--- src/rtl/bse_pkg.sv ---
// ----------------------------------------------------------------------------
// bse_pkg
// Shared types and constants for the bubble sort engine: transaction
// payloads and the sequencer states.
// ----------------------------------------------------------------------------
package bse_pkg;

    localparam int DATA_W = 32;

    typedef struct packed {
        logic signed [DATA_W-1:0] value;
        logic                     end_of_set;
    } t_in_item;

    typedef struct packed {
        logic signed [DATA_W-1:0] sorted_value;
        logic                     last_result;
        logic                     overflowed;
    } t_out_item;

    typedef enum logic [2:0] {
        S_LOAD,      // collect elements of a set
        S_FIRST,     // pick up element 0 as the running maximum of a pass
        S_CMP,       // compare running maximum with the next element
        S_WB,        // store the pass maximum at the end of the pass
        S_ORD,       // issue read of the next sorted element
        S_OLD        // move read data into the output register
    } t_state;

endpackage

--- src/rtl/bubble_sort_engine_top.sv ---
// ----------------------------------------------------------------------------
// bubble_sort_engine_top
// Collects a set of signed values, sorts them ascending by bubble sort with
// one shared compare unit over a RAM, and streams the sorted set out.
//
//   channel   direction  handshake               payload
//   in        sink       i_in_valid/o_in_stall   i_in_data  (t_in_item)
//   out       source     o_out_valid/i_out_stall o_out_data (t_out_item)
//
// Loading accepts one element per cycle. A set then sorts in passes, one
// compare-swap per cycle within a pass through the single comparator and the
// RAM, and streams out with a RAM read, then an output register load, for each
// result, one result at a time. Reset is synchronous and clears the sequencer,
// the count, the overflow flag and the output valid; the RAM is not cleared.
// Input stall is high outside loading; output stall holds the output register
// and pauses the read-out.
// ----------------------------------------------------------------------------
module bubble_sort_engine_top #(
    parameter int DEPTH = 64
) (
    input  logic               i_clk,
    input  logic               i_rst_n,
    input  logic               i_in_valid,
    output logic               o_in_stall,
    input  bse_pkg::t_in_item  i_in_data,
    output logic               o_out_valid,
    input  logic               i_out_stall,
    output bse_pkg::t_out_item o_out_data
);
    import bse_pkg::*;

    localparam int AW = $clog2(DEPTH);
    localparam int CW = $clog2(DEPTH + 1);

    t_state r_state, n_state;
    logic [CW-1:0]            r_count, n_count;
    logic                     r_ovf, n_ovf;
    logic [AW-1:0]            r_j, n_j;
    logic [AW-1:0]            r_pass_end, n_pass_end;
    logic [AW-1:0]            r_k, n_k;
    logic signed [DATA_W-1:0] r_carry, n_carry;
    t_out_item                r_out, n_out;
    logic                     r_out_valid, n_out_valid;

    logic                     ram_we;
    logic [AW-1:0]            ram_waddr;
    logic [DATA_W-1:0]        ram_wdata;
    logic [AW-1:0]            ram_raddr;
    logic [DATA_W-1:0]        ram_rdata;
    logic signed [DATA_W-1:0] rd_val;

    logic          in_acc;
    logic          full;
    logic [CW-1:0] count_inc;
    logic [CW-1:0] count_m1;
    logic          gt;
    logic          pass_done;
    logic          out_free;
    logic          out_last;

    bse_ram #(
        .WIDTH (DATA_W),
        .DEPTH (DEPTH)
    ) u_store (
        .i_clk   (i_clk),
        .i_we    (ram_we),
        .i_waddr (ram_waddr),
        .i_wdata (ram_wdata),
        .i_raddr (ram_raddr),
        .o_rdata (ram_rdata)
    );

    assign rd_val    = $signed(ram_rdata);
    assign o_in_stall = (r_state != S_LOAD);
    assign in_acc    = i_in_valid && !o_in_stall;
    assign full      = (r_count == CW'(DEPTH));
    assign count_inc = full ? r_count : r_count + CW'(1);
    assign count_m1  = count_inc - CW'(1);
    assign gt        = r_carry > rd_val;
    assign pass_done = (AW'(r_j + AW'(1)) == r_pass_end);
    assign out_free  = !r_out_valid || !i_out_stall;
    assign out_last  = ((CW'(r_k) + CW'(1)) == r_count);

    // next state
    always_comb begin
        n_state = r_state;
        case (r_state)
            S_LOAD: begin
                if (in_acc && i_in_data.end_of_set) begin
                    n_state = (count_inc > CW'(1)) ? S_FIRST : S_ORD;
                end
            end
            S_FIRST: n_state = S_CMP;
            S_CMP: begin
                if (pass_done) begin
                    n_state = S_WB;
                end
            end
            S_WB: n_state = (r_pass_end == AW'(1)) ? S_ORD : S_FIRST;
            S_ORD: begin
                if (out_free) begin
                    n_state = S_OLD;
                end
            end
            S_OLD: n_state = out_last ? S_LOAD : S_ORD;
            default: n_state = S_LOAD;
        endcase
    end

    // datapath and RAM controls
    always_comb begin
        n_count     = r_count;
        n_ovf       = r_ovf;
        n_j         = r_j;
        n_pass_end  = r_pass_end;
        n_k         = r_k;
        n_carry     = r_carry;
        n_out       = r_out;
        n_out_valid = (r_out_valid && !i_out_stall) ? 1'b0 : r_out_valid;
        ram_we      = 1'b0;
        ram_waddr   = r_j;
        ram_wdata   = r_carry;
        ram_raddr   = '0;
        case (r_state)
            S_LOAD: begin
                ram_waddr = r_count[AW-1:0];
                ram_wdata = i_in_data.value;
                if (in_acc) begin
                    ram_we  = !full;
                    n_count = count_inc;
                    n_ovf   = r_ovf | full;
                    if (i_in_data.end_of_set) begin
                        n_pass_end = count_m1[AW-1:0];
                        n_k        = '0;
                    end
                end
            end
            S_FIRST: begin
                n_carry   = rd_val;
                n_j       = '0;
                ram_raddr = AW'(1);
            end
            S_CMP: begin
                // keep the smaller in place, carry the larger forward
                ram_we    = 1'b1;
                ram_waddr = r_j;
                ram_wdata = gt ? rd_val : r_carry;
                n_carry   = gt ? r_carry : rd_val;
                n_j       = AW'(r_j + AW'(1));
                ram_raddr = AW'(r_j + AW'(2));
            end
            S_WB: begin
                ram_we     = 1'b1;
                ram_waddr  = r_pass_end;
                ram_wdata  = r_carry;
                n_pass_end = AW'(r_pass_end - AW'(1));
                n_k        = '0;
            end
            S_ORD: begin
                ram_raddr = r_k;
            end
            S_OLD: begin
                ram_raddr         = r_k;
                n_out.sorted_value = rd_val;
                n_out.last_result  = out_last;
                n_out.overflowed   = r_ovf;
                n_out_valid        = 1'b1;
                n_k                = AW'(r_k + AW'(1));
                if (out_last) begin
                    n_count = '0;
                    n_ovf   = 1'b0;
                end
            end
            default: begin
                n_count = '0;
            end
        endcase
    end

    always_ff @(posedge i_clk) begin
        if (!i_rst_n) begin
            r_state     <= S_LOAD;
            r_count     <= '0;
            r_ovf       <= 1'b0;
            r_out_valid <= 1'b0;
        end else begin
            r_state     <= n_state;
            r_count     <= n_count;
            r_ovf       <= n_ovf;
            r_out_valid <= n_out_valid;
        end
    end

    always_ff @(posedge i_clk) begin
        r_j        <= n_j;
        r_pass_end <= n_pass_end;
        r_k        <= n_k;
        r_carry    <= n_carry;
        r_out      <= n_out;
    end

    assign o_out_valid = r_out_valid;
    assign o_out_data  = r_out;

    // the output register is always empty when a result is loaded
    a_out_free: assert property (@(posedge i_clk) disable iff (!i_rst_n)
        (r_state == S_OLD) |-> !r_out_valid)
        else $error("result loaded over a pending transaction");

    // the final result returns the block to loading with a cleared set
    a_set_done: assert property (@(posedge i_clk) disable iff (!i_rst_n)
        (r_state == S_OLD && out_last) |=> (r_state == S_LOAD && r_count == '0 && !r_ovf))
        else $error("set not closed after final result");

    // sort writes stay inside the stored part of the set
    a_wr_range: assert property (@(posedge i_clk) disable iff (!i_rst_n)
        (ram_we && r_state != S_LOAD) |-> (CW'(ram_waddr) < r_count))
        else $error("sort write outside the set");

    // a pass never reaches past the stored elements
    a_pass_range: assert property (@(posedge i_clk) disable iff (!i_rst_n)
        (r_state == S_CMP || r_state == S_WB) |-> (CW'(r_pass_end) < r_count))
        else $error("pass end beyond element count");

    a_count_max: assert property (@(posedge i_clk) disable iff (!i_rst_n)
        r_count <= CW'(DEPTH))
        else $error("element count above capacity");

endmodule

--- src/rtl/bse_ram.sv ---
// ----------------------------------------------------------------------------
// bse_ram
// Generic single-write, single-read RAM with registered read data.
// ----------------------------------------------------------------------------
module bse_ram #(
    parameter int WIDTH = 32,
    parameter int DEPTH = 64
) (
    input  logic                     i_clk,
    input  logic                     i_we,
    input  logic [$clog2(DEPTH)-1:0] i_waddr,
    input  logic [WIDTH-1:0]         i_wdata,
    input  logic [$clog2(DEPTH)-1:0] i_raddr,
    output logic [WIDTH-1:0]         o_rdata
);

    logic [WIDTH-1:0] r_mem [DEPTH];
    logic [WIDTH-1:0] r_rdata;

    always_ff @(posedge i_clk) begin
        if (i_we) begin
            r_mem[i_waddr] <= i_wdata;
        end
        r_rdata <= r_mem[i_raddr];
    end

    assign o_rdata = r_rdata;

endmodule
--- config.mk ---
export PLATFORM = sky130hd
export DESIGN_NAME = bubble_sort_engine_top
export DESIGN_NICKNAME = d
export VERILOG_FILES = /design/src/rtl/bse_pkg.sv /design/src/rtl/bubble_sort_engine_top.sv /design/src/rtl/bse_ram.sv
export SDC_FILE = /design/constraint.sdc
export NUM_CORES = 2
export LEC_CHECK = 0
export BUFFER_PORTS_ARGS = -buffer_cell sky130_fd_sc_hd__buf_2
export CORE_ASPECT_RATIO = 1.75
export CORE_MARGIN = 2
export CORE_UTILIZATION = 35
export DETAILED_ROUTE_END_ITERATION = 8
export PLACE_DENSITY_LB_ADDON = 0.08
export SETUP_SLACK_MARGIN = 0.15
export SYNTH_ARGS = -nofsm -noshare
export SYNTH_HDL_FRONTEND = slang
export SYNTH_SLANG_ARGS = --single-unit
--- constraint.sdc ---
create_clock -name i_clk -period 12.9 [get_ports i_clk]
set_clock_uncertainty 0.1 [all_clocks]
set_input_delay 2.58 -clock i_clk [delete_from_list [all_inputs] [get_ports i_clk]]
set_output_delay 2.58 -clock i_clk [all_outputs]
set_load 0.01 [all_outputs]
==> flow_metrics.tcl <==
set metrics [dict create \
    synth-seq-cells 2176 \
    postSynth.asyncResetShare_pct 0 \
    vias_per_cell 5.71 \
    power_density_nw_per_um2 261 \
    final_cells 9901 \
    syn_inst 6404 \
    dr.pass1.iters 7 \
    wl_per_cell_um 32.4 \
    post_cts_resized 0 \
    gr-total-overflow 0 \
    antenna_left 0 \
    startpoint_type "flop" \
    start_util_pct 35.1 \
    cap_violations 0 \
    yosys.area.top_type "edfxtp_1" \
    die_y_um 666 \
    first_global_vias 55100 \
    synth_area_leaders "edfxtp_1 73%, nand2_1 6.2%, nand3_1 3.0%" \
    rsz0062_at_grt "no" \
    syn_avg_cell_area_um2 13.7 \
    fillCellCount 23400 \
    clk_pin_slew_ps 70 \
    grt_max_degree 144 \
    leakage_nw 33.1 \
    clk_latency_ps 890 \
    antenna_found_initial 29 \
    postCtsHoldBufs 0 \
    clock-sinks 2176 \
    synth_area_um2 87700 \
    post-route-period-util_pct 50.4 \
    ir_drop_mv 0.238 \
    p_sw_mw 10.4 \
    setup_tns_ps 0 \
    finalCriticalPeriod_ps 6500 \
    clkPwrFrac_pct 24.1 \
    num_rows 243 \
    synth.most_common_cell "edfxtp_1" \
    hp-class "flop to flop" \
    ys_warn_count 0 \
    power_frac_comb_pct 36.4 \
    setup_viol 0 \
    core_um2 250000 \
    die_w_um 382 \
    grtUsageTotal_pct 24.7 \
    p_sw_share_pct 40.1 \
    clk_path_buf_depth 4 \
    drive_gt1_share_pct 10.5 \
    drc 0 \
    yosysUniqueCellTypes 70 \
    dieArea_um2 255000 \
    end_kind "flop" \
    ys_seq_area_share_pct 74.0 \
    synth_common_cells "2132 x edfxtp_1, 1449 x nand2_1, 532 x nand3_1, 273 x clkbuf_1, 243 x and3_1" \
    critPathKind "flop to flop" \
    grt_pass1_wl_um 447000 \
    dp_cells 9508 \
    finalHoldViolCount 0 \
    drt_iter0_markers 5237 \
    finalCoreUtilization_pct 39.7 \
    p_int_mw 15.5 \
    area_delta_synth_final_pct 13.1 \
    max_freq_ghz 0.154 \
    place_congestion 0.852 \
    h-tree-depth 4 \
    portBuffers 72 \
    synth-edff-count 2132 \
    cts_made_buffers 209 \
    fin_nets 6490 \
    status "completed" \
    slew_headroom_pct 5.03 \
    cts_tree "yes" \
    syn-num-nets 6482 \
    root_buffer "clkbuf_16" \
    drt_wl_total_um 321000 \
    cts_setup_buffers 0 \
    slew_violations 0 \
    worstMarginPinSlew_ps 1420 \
    dpl.hpwl_um 183000 \
    path_max_fanout 100 \
    crit_arrival_ps 7120 \
    seq_power_share_pct 39.6 \
    synth_top_flop_cell "edfxtp_1" \
    synth_top_area_share_pct 73.0 \
    ios 73 \
    vias 56500 \
    required_ps 13520 \
]
## sequential cells by signal, summed over array words and instances (netlist names)
name             count
r_pass_end           6
u_store.o_rdata     32
r_j                  6
o_out_data          34
r_ovf                1
u_store.r_mem     2048
r_count              7
o_out_valid          1
r_k                  6
r_state              3
r_carry             32
## cell type report
class,count,area [µm²],area share (%)
antenna,17,42.5,0.0429
tap,3307,4140,4.17
timing repair buffer,268,1970,1.98
inverter,45,169,0.170
multi-input combinational,3712,21300,21.4
clock buffer,292,5840,5.88
sequential,2176,64900,65.4
clock inverter,84,917,0.924
## logic make-up after synthesis
kind of cell | share of synthesized area [%]
AOI/OAI and AO/OA | 8.23
xor gates and xnor gates | 0.416
adders and majority gates | 0.585
buffers and inverters | 2.68
DFF | 74.0
muxes | 1.51
and+or+nand+nor | 12.6
## worst max-delay path, cell delays in order, from the launching register on
cell	delay, ps
dfxtp_4	990
nand3b_1	200
buf_4	620
buf_12	480
and2_4	660
buf_4	760
buf_4	630
nand3_1	140
a31oi_1	590
o22ai_1	350
or4_1	590
## per-layer routing
metal | share of wire, % | vias to the layer above | track usage, % | routed length [µm]
met5 | 0.0041 | - | 0 | 13
met4 | 3.3 | 2 | 8.28 | 10700
met1 | 41 | 29700 | 31.4 | 130000
li1 | - | 24500 | - | -
met3 | 5.0 | 441 | 2.84 | 16000
met2 | 51 | 1840 | 43.5 | 164000
## path summary, 6_finish.rpt
| check | start | cells past startpoint | to | slack [ps] |
|---|---|---|---|---|
| worst max-delay path | r_state[1]$_SDFFE_PN0P_ | 10 | u_store.o_rdata[30]$_DFF_P_ | 6400 |
| worst min-delay path | r_ovf$_SDFFE_PN0P_ | 0 | o_out_data[0]$_DFFE_PN_ | 350 |
| worst max register to register | r_state[1]$_SDFFE_PN0P_ | 10 | u_store.o_rdata[30]$_DFF_P_ | 6400 |
| worst min register to register | r_ovf$_SDFFE_PN0P_ | 0 | o_out_data[0]$_DFFE_PN_ | 350 |
## power by group through the flow
stage | logic (mW) | clock network, mW | registers (mW)
after floorplan | 5.25 | 0 | 10.2
final | 9.43 | 6.24 | 10.3
after detailed placement | 9.52 | 0 | 10.4
after global placement | 9.49 | 0 | 10.4
after CTS | 9.53 | 6.37 | 10.3
after global routing | 10.1 | 6.59 | 10.3
## placed cells by master, fill, tap and decap left out, types with 5 or more instances in the layout
master | netlist | routed
buf_12 | 0 | 11
o221ai_1 | 49 | 49
and3_1 | 243 | 243
nor2_1 | 124 | 60
o22ai_1 | 105 | 103
o2111ai_1 | 39 | 39
clkbuf_1 | 273 | 58
and2_1 | 5 | 5
nand3_2 | 0 | 32
o21a_1 | 5 | 5
a21oi_1 | 86 | 83
clkbuf_16 | 0 | 213
nand2_1 | 1449 | 1446
buf_2 | 108 | 72
nand4_1 | 78 | 78
a31oi_1 | 201 | 201
nand3_1 | 532 | 500
dfxtp_1 | 44 | 43
a21o_1 | 7 | 6
xnor2_1 | 14 | 14
a211oi_1 | 214 | 214
buf_4 | 39 | 185
xor2_1 | 20 | 20
a311oi_1 | 198 | 198
edfxtp_1 | 2132 | 2132
clkinv_1 | 0 | 20
clkbuf_8 | 0 | 21
clkinvlp_4 | 0 | 5
nor3_1 | 6 | 5
ha_1 | 41 | 41
mux2i_1 | 131 | 131
diode_2 | 0 | 17
a22oi_1 | 6 | 6
nor2_4 | 0 | 65
bufinv_16 | 0 | 19
o21ai_0 | 55 | 55
inv_1 | 45 | 45
or4_1 | 21 | 21
clkinv_2 | 0 | 35
or3_1 | 11 | 11
## through the flow
stage | instance area, µm² | setup slack [ps] | hold slack [ps] | total power [mW]
global route | 99200 | 6220 | 374 | 27.0
detailed placement | 92500 | 6370 | 345 | 19.9
floorplan | 87700 | 7680 | 302 | 15.5
global placement | 92500 | 6390 | 342 | 19.9
finish | 99300 | 6400 | 346 | 25.9
CTS | 99200 | 6370 | 363 | 26.2
No activity file was read; power rests on OpenSTA's default activity.
